--- config.mk ---
export PLATFORM = sky130hd
export DESIGN_NAME = gofs_dist
export DESIGN_NICKNAME = d
export VERILOG_FILES = /design/src/rtl/gofs_pkg.sv /design/src/rtl/gofs_dist.sv
export SDC_FILE = /design/constraint.sdc
export NUM_CORES = 2
export LEC_CHECK = 0
export ABC_AREA = 0
export BUFFER_PORTS_ARGS = -buffer_cell sky130_fd_sc_hd__buf_2
export CORE_MARGIN = 8
export CORE_UTILIZATION = 58
export DETAILED_ROUTE_END_ITERATION = 8
export MAX_ROUTING_LAYER = met4
export PLACE_DENSITY = 0.79
export SYNTH_ARGS = -nofsm -noshare
export SYNTH_HDL_FRONTEND = slang
export SYNTH_SLANG_ARGS = --single-unit
--- constraint.sdc ---
create_clock -name clk -period 18.71 [get_ports clk]
set_input_delay 2.8065 -clock clk [delete_from_list [all_inputs] [get_ports clk]]
set_output_delay 2.8065 -clock clk [all_outputs]
set_load 0.03 [all_outputs]
--- src/rtl/gofs_pkg.sv ---
package gofs_pkg;

  localparam int MAX_SIDE    = 32;
  localparam int SIDE_W      = $clog2(MAX_SIDE);
  localparam int NCELLS      = MAX_SIDE * MAX_SIDE;
  localparam int CELL_W      = $clog2(NCELLS);
  localparam int ACTOR_SLOTS = 4;
  localparam int ID_W        = 8;
  localparam int CNT_W       = 3;
  localparam int COUNT_MAX   = 7;
  localparam int ROW_W       = CNT_W + ACTOR_SLOTS * ID_W;
  localparam int QUEUE_DEPTH = 1024;
  localparam int QPTR_W      = $clog2(QUEUE_DEPTH);
  localparam int COORD_W     = 16;
  localparam int HALF_W      = 15;
  localparam int NCPS_W      = 6;
  localparam int OUT_IDX_W   = 5;
  localparam int ACT_W       = 2;
  localparam int REG_IDX_W   = 3;
  localparam int PROD_W      = HALF_W + 1 + SIDE_W;
  localparam int POS_W       = 24;
  localparam int DIST_W      = 2 * POS_W;

  typedef enum logic [ACT_W-1:0] {
    ACT_MARK      = 2'd0,
    ACT_CLEAR     = 2'd1,
    ACT_NEAREST   = 2'd2,
    ACT_FIND_FREE = 2'd3
  } action_t;

  typedef enum logic [REG_IDX_W-1:0] {
    REG_ORIGIN_X       = 3'd0,
    REG_ORIGIN_Y       = 3'd1,
    REG_ORIGIN_Z       = 3'd2,
    REG_CELL_SIZE      = 3'd3,
    REG_GRID_SIDE      = 3'd4,
    REG_CELLS_PER_SIDE = 3'd5
  } reg_idx_t;

  typedef enum logic [3:0] {
    ST_CLEAR,
    ST_IDLE,
    ST_MARK,
    ST_MARK_END,
    ST_NEAR,
    ST_NEAR_END,
    ST_START_RD,
    ST_START_CHK,
    ST_DEQ,
    ST_DEQ_DATA,
    ST_NB,
    ST_NB_CHK,
    ST_NB_DIST,
    ST_DONE
  } state_t;

  typedef struct packed {
    logic [COORD_W-1:0] origin_x;
    logic [COORD_W-1:0] origin_y;
    logic [COORD_W-1:0] origin_z;
    logic [HALF_W-1:0]  cell_size;
    logic [HALF_W-1:0]  grid_side;
    logic [NCPS_W-1:0]  cells_per_side;
  } cfg_t;

  // Q12.4 coordinate doubled into the internal Q19.5 position width
  function automatic logic signed [POS_W-1:0] dbl(logic [COORD_W-1:0] v);
    return {{(POS_W-COORD_W-1){v[COORD_W-1]}}, v, 1'b0};
  endfunction

  function automatic logic signed [POS_W-1:0] uext(logic [HALF_W-1:0] v);
    return {{(POS_W-HALF_W){1'b0}}, v};
  endfunction

  function automatic logic signed [POS_W-1:0] cell_step(cfg_t c, logic [SIDE_W-1:0] i);
    logic [PROD_W-1:0] p;
    p = PROD_W'(c.cell_size) * PROD_W'(i);
    p = {p[PROD_W-2:0], 1'b0};
    return {{(POS_W-PROD_W){1'b0}}, p};
  endfunction

  // doubled centre of column cx
  function automatic logic signed [POS_W-1:0] cen_x(cfg_t c, logic [SIDE_W-1:0] cx);
    return dbl(c.origin_x) - uext(c.grid_side) + uext(c.cell_size) + cell_step(c, cx);
  endfunction

  // doubled centre of row cz
  function automatic logic signed [POS_W-1:0] cen_z(cfg_t c, logic [SIDE_W-1:0] cz);
    return cell_step(c, cz) - dbl(c.origin_z) - uext(c.grid_side) + uext(c.cell_size);
  endfunction

endpackage

--- src/rtl/gofs_dist.sv ---
// Squared distance from a cell centre to a query point, three register stages.
module gofs_dist import gofs_pkg::*; (
  input  logic               clk,
  input  logic               rst,
  input  cfg_t               cfg,
  input  logic               in_valid,
  input  logic [CELL_W-1:0]  in_idx,
  input  logic [COORD_W-1:0] qx,
  input  logic [COORD_W-1:0] qy,
  input  logic [COORD_W-1:0] qz,
  output logic               out_valid,
  output logic [CELL_W-1:0]  out_idx,
  output logic [DIST_W-1:0]  sq_dist
);

  logic                     va, vb;
  logic [CELL_W-1:0]        ia, ib;
  logic signed [POS_W-1:0]  dxa, dya, dza;
  logic signed [DIST_W-1:0] sx, sy, sz;

  always_ff @(posedge clk) begin
    if (rst) begin
      va        <= 1'b0;
      vb        <= 1'b0;
      out_valid <= 1'b0;
    end else begin
      va        <= in_valid;
      vb        <= va;
      out_valid <= vb;
    end
  end

  always_ff @(posedge clk) begin
    ia      <= in_idx;
    dxa     <= cen_x(cfg, in_idx[SIDE_W-1:0]) - dbl(qx);
    dya     <= dbl(cfg.origin_y) - dbl(qy);
    dza     <= cen_z(cfg, in_idx[CELL_W-1:SIDE_W]) - dbl(qz);
    ib      <= ia;
    sx      <= dxa * dxa;
    sy      <= dya * dya;
    sz      <= dza * dza;
    out_idx <= ib;
    sq_dist <= unsigned'(sx + sy + sz);
  end

endmodule

-- Yosys cells after proc, flatten, opt, wreduce, memory -nomap -nowiden
Index checks and enable logic that the tools add are counted.
- add/subtract/negate cells: 11
- multipliers: 5
- operator list (operator ; number):
    48-bit adder ; 2
    24-bit by 24-bit multiplier with 48-bit output ; 2
    15-bit by 5-bit multiplier with 20-bit output ; 2
    18-bit by 18-bit multiplier with 36-bit output ; 1
    24-bit by 16-bit adder with 24-bit output ; 1
    23-bit by 16-bit subtractor with 24-bit output ; 1
    23-bit by 17-bit subtractor with 24-bit output ; 1
    24-bit by 17-bit subtractor with 24-bit output ; 1
    19-bit by 22-bit adder with 23-bit output ; 1
    22-bit by 17-bit subtractor with 23-bit output ; 1
    18-bit by 16-bit adder with 19-bit output ; 1
    17-bit by 16-bit subtractor with 18-bit output ; 1
    17-bit by 17-bit subtractor with 18-bit output ; 1
- register bits: 291

-- Longest topological paths before layout
- depth in word-level cells: 5
- gate-level depth with buffers: 28
- mapped depth without buffers: 27

-- Least setup slack after synthesis
Ideal clock, no wire load.
- path kind: input to register
- start: input in_idx[2]
- end: register dxa[21]
- arrival: 8.665 ns
- required time: 18.589 ns
- slack: 9.924 ns
- stages: 26
- buffers on the path: 1
- cells stage by stage: clkbuf_1 -> nand2_1 -> fa_1 -> fa_1 -> fa_1 -> inv_1 -> ha_1 -> a21oi_1 -> nand2b_1 -> a21boi_1 -> o41ai_1 -> o21ai_1 -> o21a_1 -> a21oi_1 -> xor2_1 -> fa_1 -> inv_1 -> ha_1 -> ha_1 -> a21o_1 -> a21oi_1 -> nor2b_1 -> a311oi_1 -> o21bai_1 -> a21o_1 -> xor2_1
- cells in the longest elaborated chain, start to end: 3
- RTL lines (what ; line ; text):
    start, declared ; gofs_dist.sv:7 ; input logic [CELL_W-1:0] in_idx,
    15-bit by 5-bit multiplier with 20-bit output ; gofs_pkg.sv:77 ; p = PROD_W'(c.cell_size) * PROD_W'(i);
    19-bit by 22-bit adder with 23-bit output ; gofs_pkg.sv:84 ; return dbl(c.origin_x) - uext(c.grid_side) + uext(c.cell_size) + cell_step(c, cx);
    23-bit by 17-bit subtractor with 24-bit output ; gofs_dist.sv:35 ; dxa <= cen_x(cfg, in_idx[SIDE_W-1:0]) - dbl(qx);
    end signal, assigned ; gofs_dist.sv:35 ;
    end, declared ; gofs_dist.sv:18 ; logic signed [POS_W-1:0] dxa, dya, dza;
Every way passes these cells.
A chain may end at the register's enable or synchronous reset.

-- Worst setup path in the final report
- start: input cfg[23] (netlist bit)
- end: register dxa[21]
- cells in the longest elaborated chain, start to end: 3
- elaborated cells between the ends (all ways): 4
- RTL lines (what ; line ; text):
    start, declared ; gofs_dist.sv:5 ; input cfg_t cfg,
    15-bit by 5-bit multiplier with 20-bit output / 18-bit by 16-bit adder with 19-bit output (equally long branches) ; gofs_pkg.sv:77, gofs_pkg.sv:84 ;
    19-bit by 22-bit adder with 23-bit output (*) ; gofs_pkg.sv:84 ;
    23-bit by 17-bit subtractor with 24-bit output (*) ; gofs_dist.sv:35 ;
Mark *: on every way between the ends. The rest lies on a longest branch, timed or not.

==> results.txt <==
The run finished with clean final reports. The floorplan die height came out at 354 um. The met2 usage is 42.6%. The worst register-to-register path ends at sz[44]$_DFF_P_. met2 is the most crowded layer. The number of placement rows is 124. Dividing the final minimum period by the clock period gives 48.4%. The chip width came out at 354 um. In the final design database the tool counted 9346 nets. The peak per-stage delay on the critical path came out at 0.59 ns. For the pin with the worst max-slew slack, the measured transition is 1.26 ns. Setup repair after global routing left no endpoint under its margin. The synthesized design contains 0 enable-type register cells.

The data required time of the critical path is 19.18 ns. The tightest slew margin relative to the limit is 15.9%. Sorting the synthesized cells by area gives the leading types as sky130_fd_sc_hd__fa_1 (48%), sky130_fd_sc_hd__inv_1 (11%), sky130_fd_sc_hd__ha_1 (11%).

The remaining number of nets flagged by the antenna check after routing came out at 0. The timing startpoint of the critical path is cfg[23]. The total vias in the final route came out at 45300. The post-cts resize count is 0. The most frequent cell after synthesis is sky130_fd_sc_hd__inv_1. The clock buffer count from CTS came out at 34. The fraction of synthesized cell area taken by the top area cell type came out at 48.4%. The number of buffers and inverters on the critical path is 3.

The sequential fraction of the synthesis area is 8.25%. For this block, the initial DRC count from the detailed router was 2592. The total global routing track utilization is 25.5%.

The ratio of cells with drive above 1 in the final layout came out at 4.72%. Data arrives at the worst endpoint at 9.53 ns. The tree is rooted in a sky130_fd_sc_hd__clkbuf_16. In this run the worst hold path is classified as flip-flop to flip-flop. The cts-stage hold buffer count came out at 0. The remaining design rule violation count came out at 0. The count of pins on the block boundary is 204. The setup path with the least slack is of type input port to flip-flop. Entering global routing, the biggest net connects 48 pins. The kind of cell adding the most delay to the critical path is adder cells. The wire length of the first global-routing pass is 253000 um. Post-CTS timing repair inserted 0 buffers for setup. By count the netlist is led by sky130_fd_sc_hd__inv_1 (1970), sky130_fd_sc_hd__fa_1 (1600), sky130_fd_sc_hd__ha_1 (590), sky130_fd_sc_hd__nand2_1 (575), sky130_fd_sc_hd__and2_1 (369).

The count of input and output buffers is 197. The synthesized netlist cell count came out at 6893. The length in cells of the worst reg-to-reg path is 24. The startpoint type of the worst setup path is an input port. The number of antenna violations at the first check in global routing is 5. The total grt overflow is 0.

The fraction of met1 tracks used by global routing is 31.7%. The critical path's slowest cell is sky130_fd_sc_hd__o41ai_1. The post-detailed-routing wire length is 149000 um.

The met3 usage is 4.35%. The netlist uses 75 different library cells. The endpoint of the most critical setup path is dxa[21]$_DFF_P_. The maximum net fanout on the critical path is 12.

The total count of hold-check failures in the final report came out at 0. The worst setup slack for register-to-register paths is 9.85 ns. At the end of routability-driven placement, the weighted congestion stood at 0.925. TritonCTS built the clock tree.

The worst slack on hold paths is 0.326 ns. The number of global-route vias before repair is 51500. The later pin in the worst-skew pair is clocked with a latency of 0.59 ns. The number of filler cells placed in the layout is 9203. The number of violations of the max-capacitance limit is 0. Summing every instance area after synthesis gives 66200 sq um. The detailed-router iteration count before antenna repair came out at 6. The clock-pin slew on the worst setup and hold paths is 0.06 ns. The die outline area came out at 125000 sq um. The cell taking the most area after synthesis is sky130_fd_sc_hd__fa_1.

In this run the critical register-to-register path is launched from dza[1]$_DFF_P_. Counting every net in the synthesized netlist gives 9228. Relative to the synthesized area, the layout overhead comes to 5.68%. The most used flip-flop cell after synthesis is sky130_fd_sc_hd__dfxtp_1. The final clock skew came out at 0.0380 ns. The routed design could run at a clock period as short as 9.06 ns.

The total negative setup slack is 0 ns. The Yosys warning count came out at 0. The per-cell routed wire length is 17.4 um. The highest achievable clock rate is 0.110 GHz. The worst setup path is captured at a flip-flop. The average cell area after synthesis came out at 9.61 sq um. After detailed routing, the number of vias per cell comes to 5.30.

The number of levels the H-tree was split into came out at 2. Among the stages of the critical path, the cell type that occurs most often is sky130_fd_sc_hd__fa_1. The initial cell density of the core came out at 58.2%. The region available for standard cell placement spans 114000 sq um. Summed over all nets, the half-perimeter wirelength after detailed placement is 123000 um. The total clock sinks came out at 273. The number of failing setup endpoints in the final timing report came out at 0.

The register bit total from synthesis came out at 273. After synthesis, the share of flip-flops with an asynchronous set or reset is 0%. The number of logic stages on the critical path including buffering came out at 26. The final max-slew violation count was 0. The maximum buffer depth of the clock tree came out at 3.
[stage by stage]
step / utilization [%] / cell area [sq um] / worst slack (ns) / cells
finish: 61.5 / 70000 / 9.65 / 8550
global route: 61.5 / 70000 / 9.24 / 8549
CTS: 61.5 / 70000 / 9.76 / 8546
detailed placement: 60.5 / 68800 / 9.15 / 8487
global placement: 60.5 / 68800 / 9.26 / 8487
floorplan: - / 66200 / 9.92 / 6893
[kinds of logic after synthesis]
| kind of cell | count (synthesis) | synth area share (%) |
|---|---|---|
| buffers and inverters | 2132 | 12.1 |
| xor gates and xnor gates | 272 | 3.60 |
| muxes | 12 | 0.187 |
| DFF | 273 | 8.25 |
| adders and majority gates | 2190 | 59.5 |
| AOI/OAI and AO/OA | 602 | 5.90 |
| and+or+nand+nor | 1412 | 10.5 |
[cells in the final DEF, fill, tap and decap left out, types with 15 or more instances in the layout]
master,n
sky130_fd_sc_hd__inv_1,1970
sky130_fd_sc_hd__fa_1,1600
sky130_fd_sc_hd__ha_1,590
sky130_fd_sc_hd__nand2_1,575
sky130_fd_sc_hd__and2_1,369
sky130_fd_sc_hd__dfxtp_1,271
sky130_fd_sc_hd__a21oi_1,198
sky130_fd_sc_hd__xnor2_1,197
sky130_fd_sc_hd__buf_2,197
sky130_fd_sc_hd__nor2_1,156
sky130_fd_sc_hd__a21o_1,107
sky130_fd_sc_hd__xor2_1,75
sky130_fd_sc_hd__nor2b_1,73
sky130_fd_sc_hd__o21ai_0,65
sky130_fd_sc_hd__nand2b_1,52
sky130_fd_sc_hd__nand3_1,51
sky130_fd_sc_hd__buf_4,47
sky130_fd_sc_hd__nor3_1,45
sky130_fd_sc_hd__clkbuf_16,35
sky130_fd_sc_hd__o21a_1,33
sky130_fd_sc_hd__o21bai_1,27
sky130_fd_sc_hd__and3_1,26
sky130_fd_sc_hd__a211oi_1,24
sky130_fd_sc_hd__o21ai_1,23
sky130_fd_sc_hd__a31oi_1,22
sky130_fd_sc_hd__or3_1,15
[state kept, by name, indices dropped and copies added (netlist names)]
signal	count
sz	47
sy	33
sq_dist	48
out_valid	1
ib	10
sx	47
vb	1
dya	17
va	1
out_idx	10
dza	24
dxa	24
ia	10
[how the worst min path moves through the flow]
stage                  start            endpoint  slack (ns)  cells after the start
6_report       ia[3]$_DFF_P_       ib[3]$_DFF_P_        0.33                      0
3_3_place_gp   ia[8]$_DFF_P_       ib[8]$_DFF_P_        0.31                      0
4_1_cts        ia[3]$_DFF_P_       ib[3]$_DFF_P_        0.33                      0
5_1_grt        ib[0]$_DFF_P_  out_idx[0]$_DFF_P_        0.33                      0
3_5_place_dp   ib[7]$_DFF_P_  out_idx[7]$_DFF_P_        0.31                      0
2_1_floorplan  ia[0]$_DFF_P_       ib[0]$_DFF_P_        0.31                      0
[area by class of cell]
type                            count  area (sq um)  share of cell area (%)
Antenna cell                        4          10.0                  0.0143
Multi-Input combinational cell   4488         52800                    75.4
Sequential cell                   273          5470                    7.81
Clock inverter                     16           168                   0.240
Timing Repair Buffer              244          1340                    1.91
Inverter                         1970          7390                    10.6
Clock buffer                       43           956                    1.37
Tap cell                         1512          1890                    2.70
[layer usage]
metal	up-vias	share of wire, %
met3	351	7.0
met1	23000	40
met5	-	0
li1	20500	-
met4	0	3.7
met2	1436	49
Power is left out: the tool's default activity adds up to more than one toggle a clock period on the data nets, which glitch-free logic cannot reach.
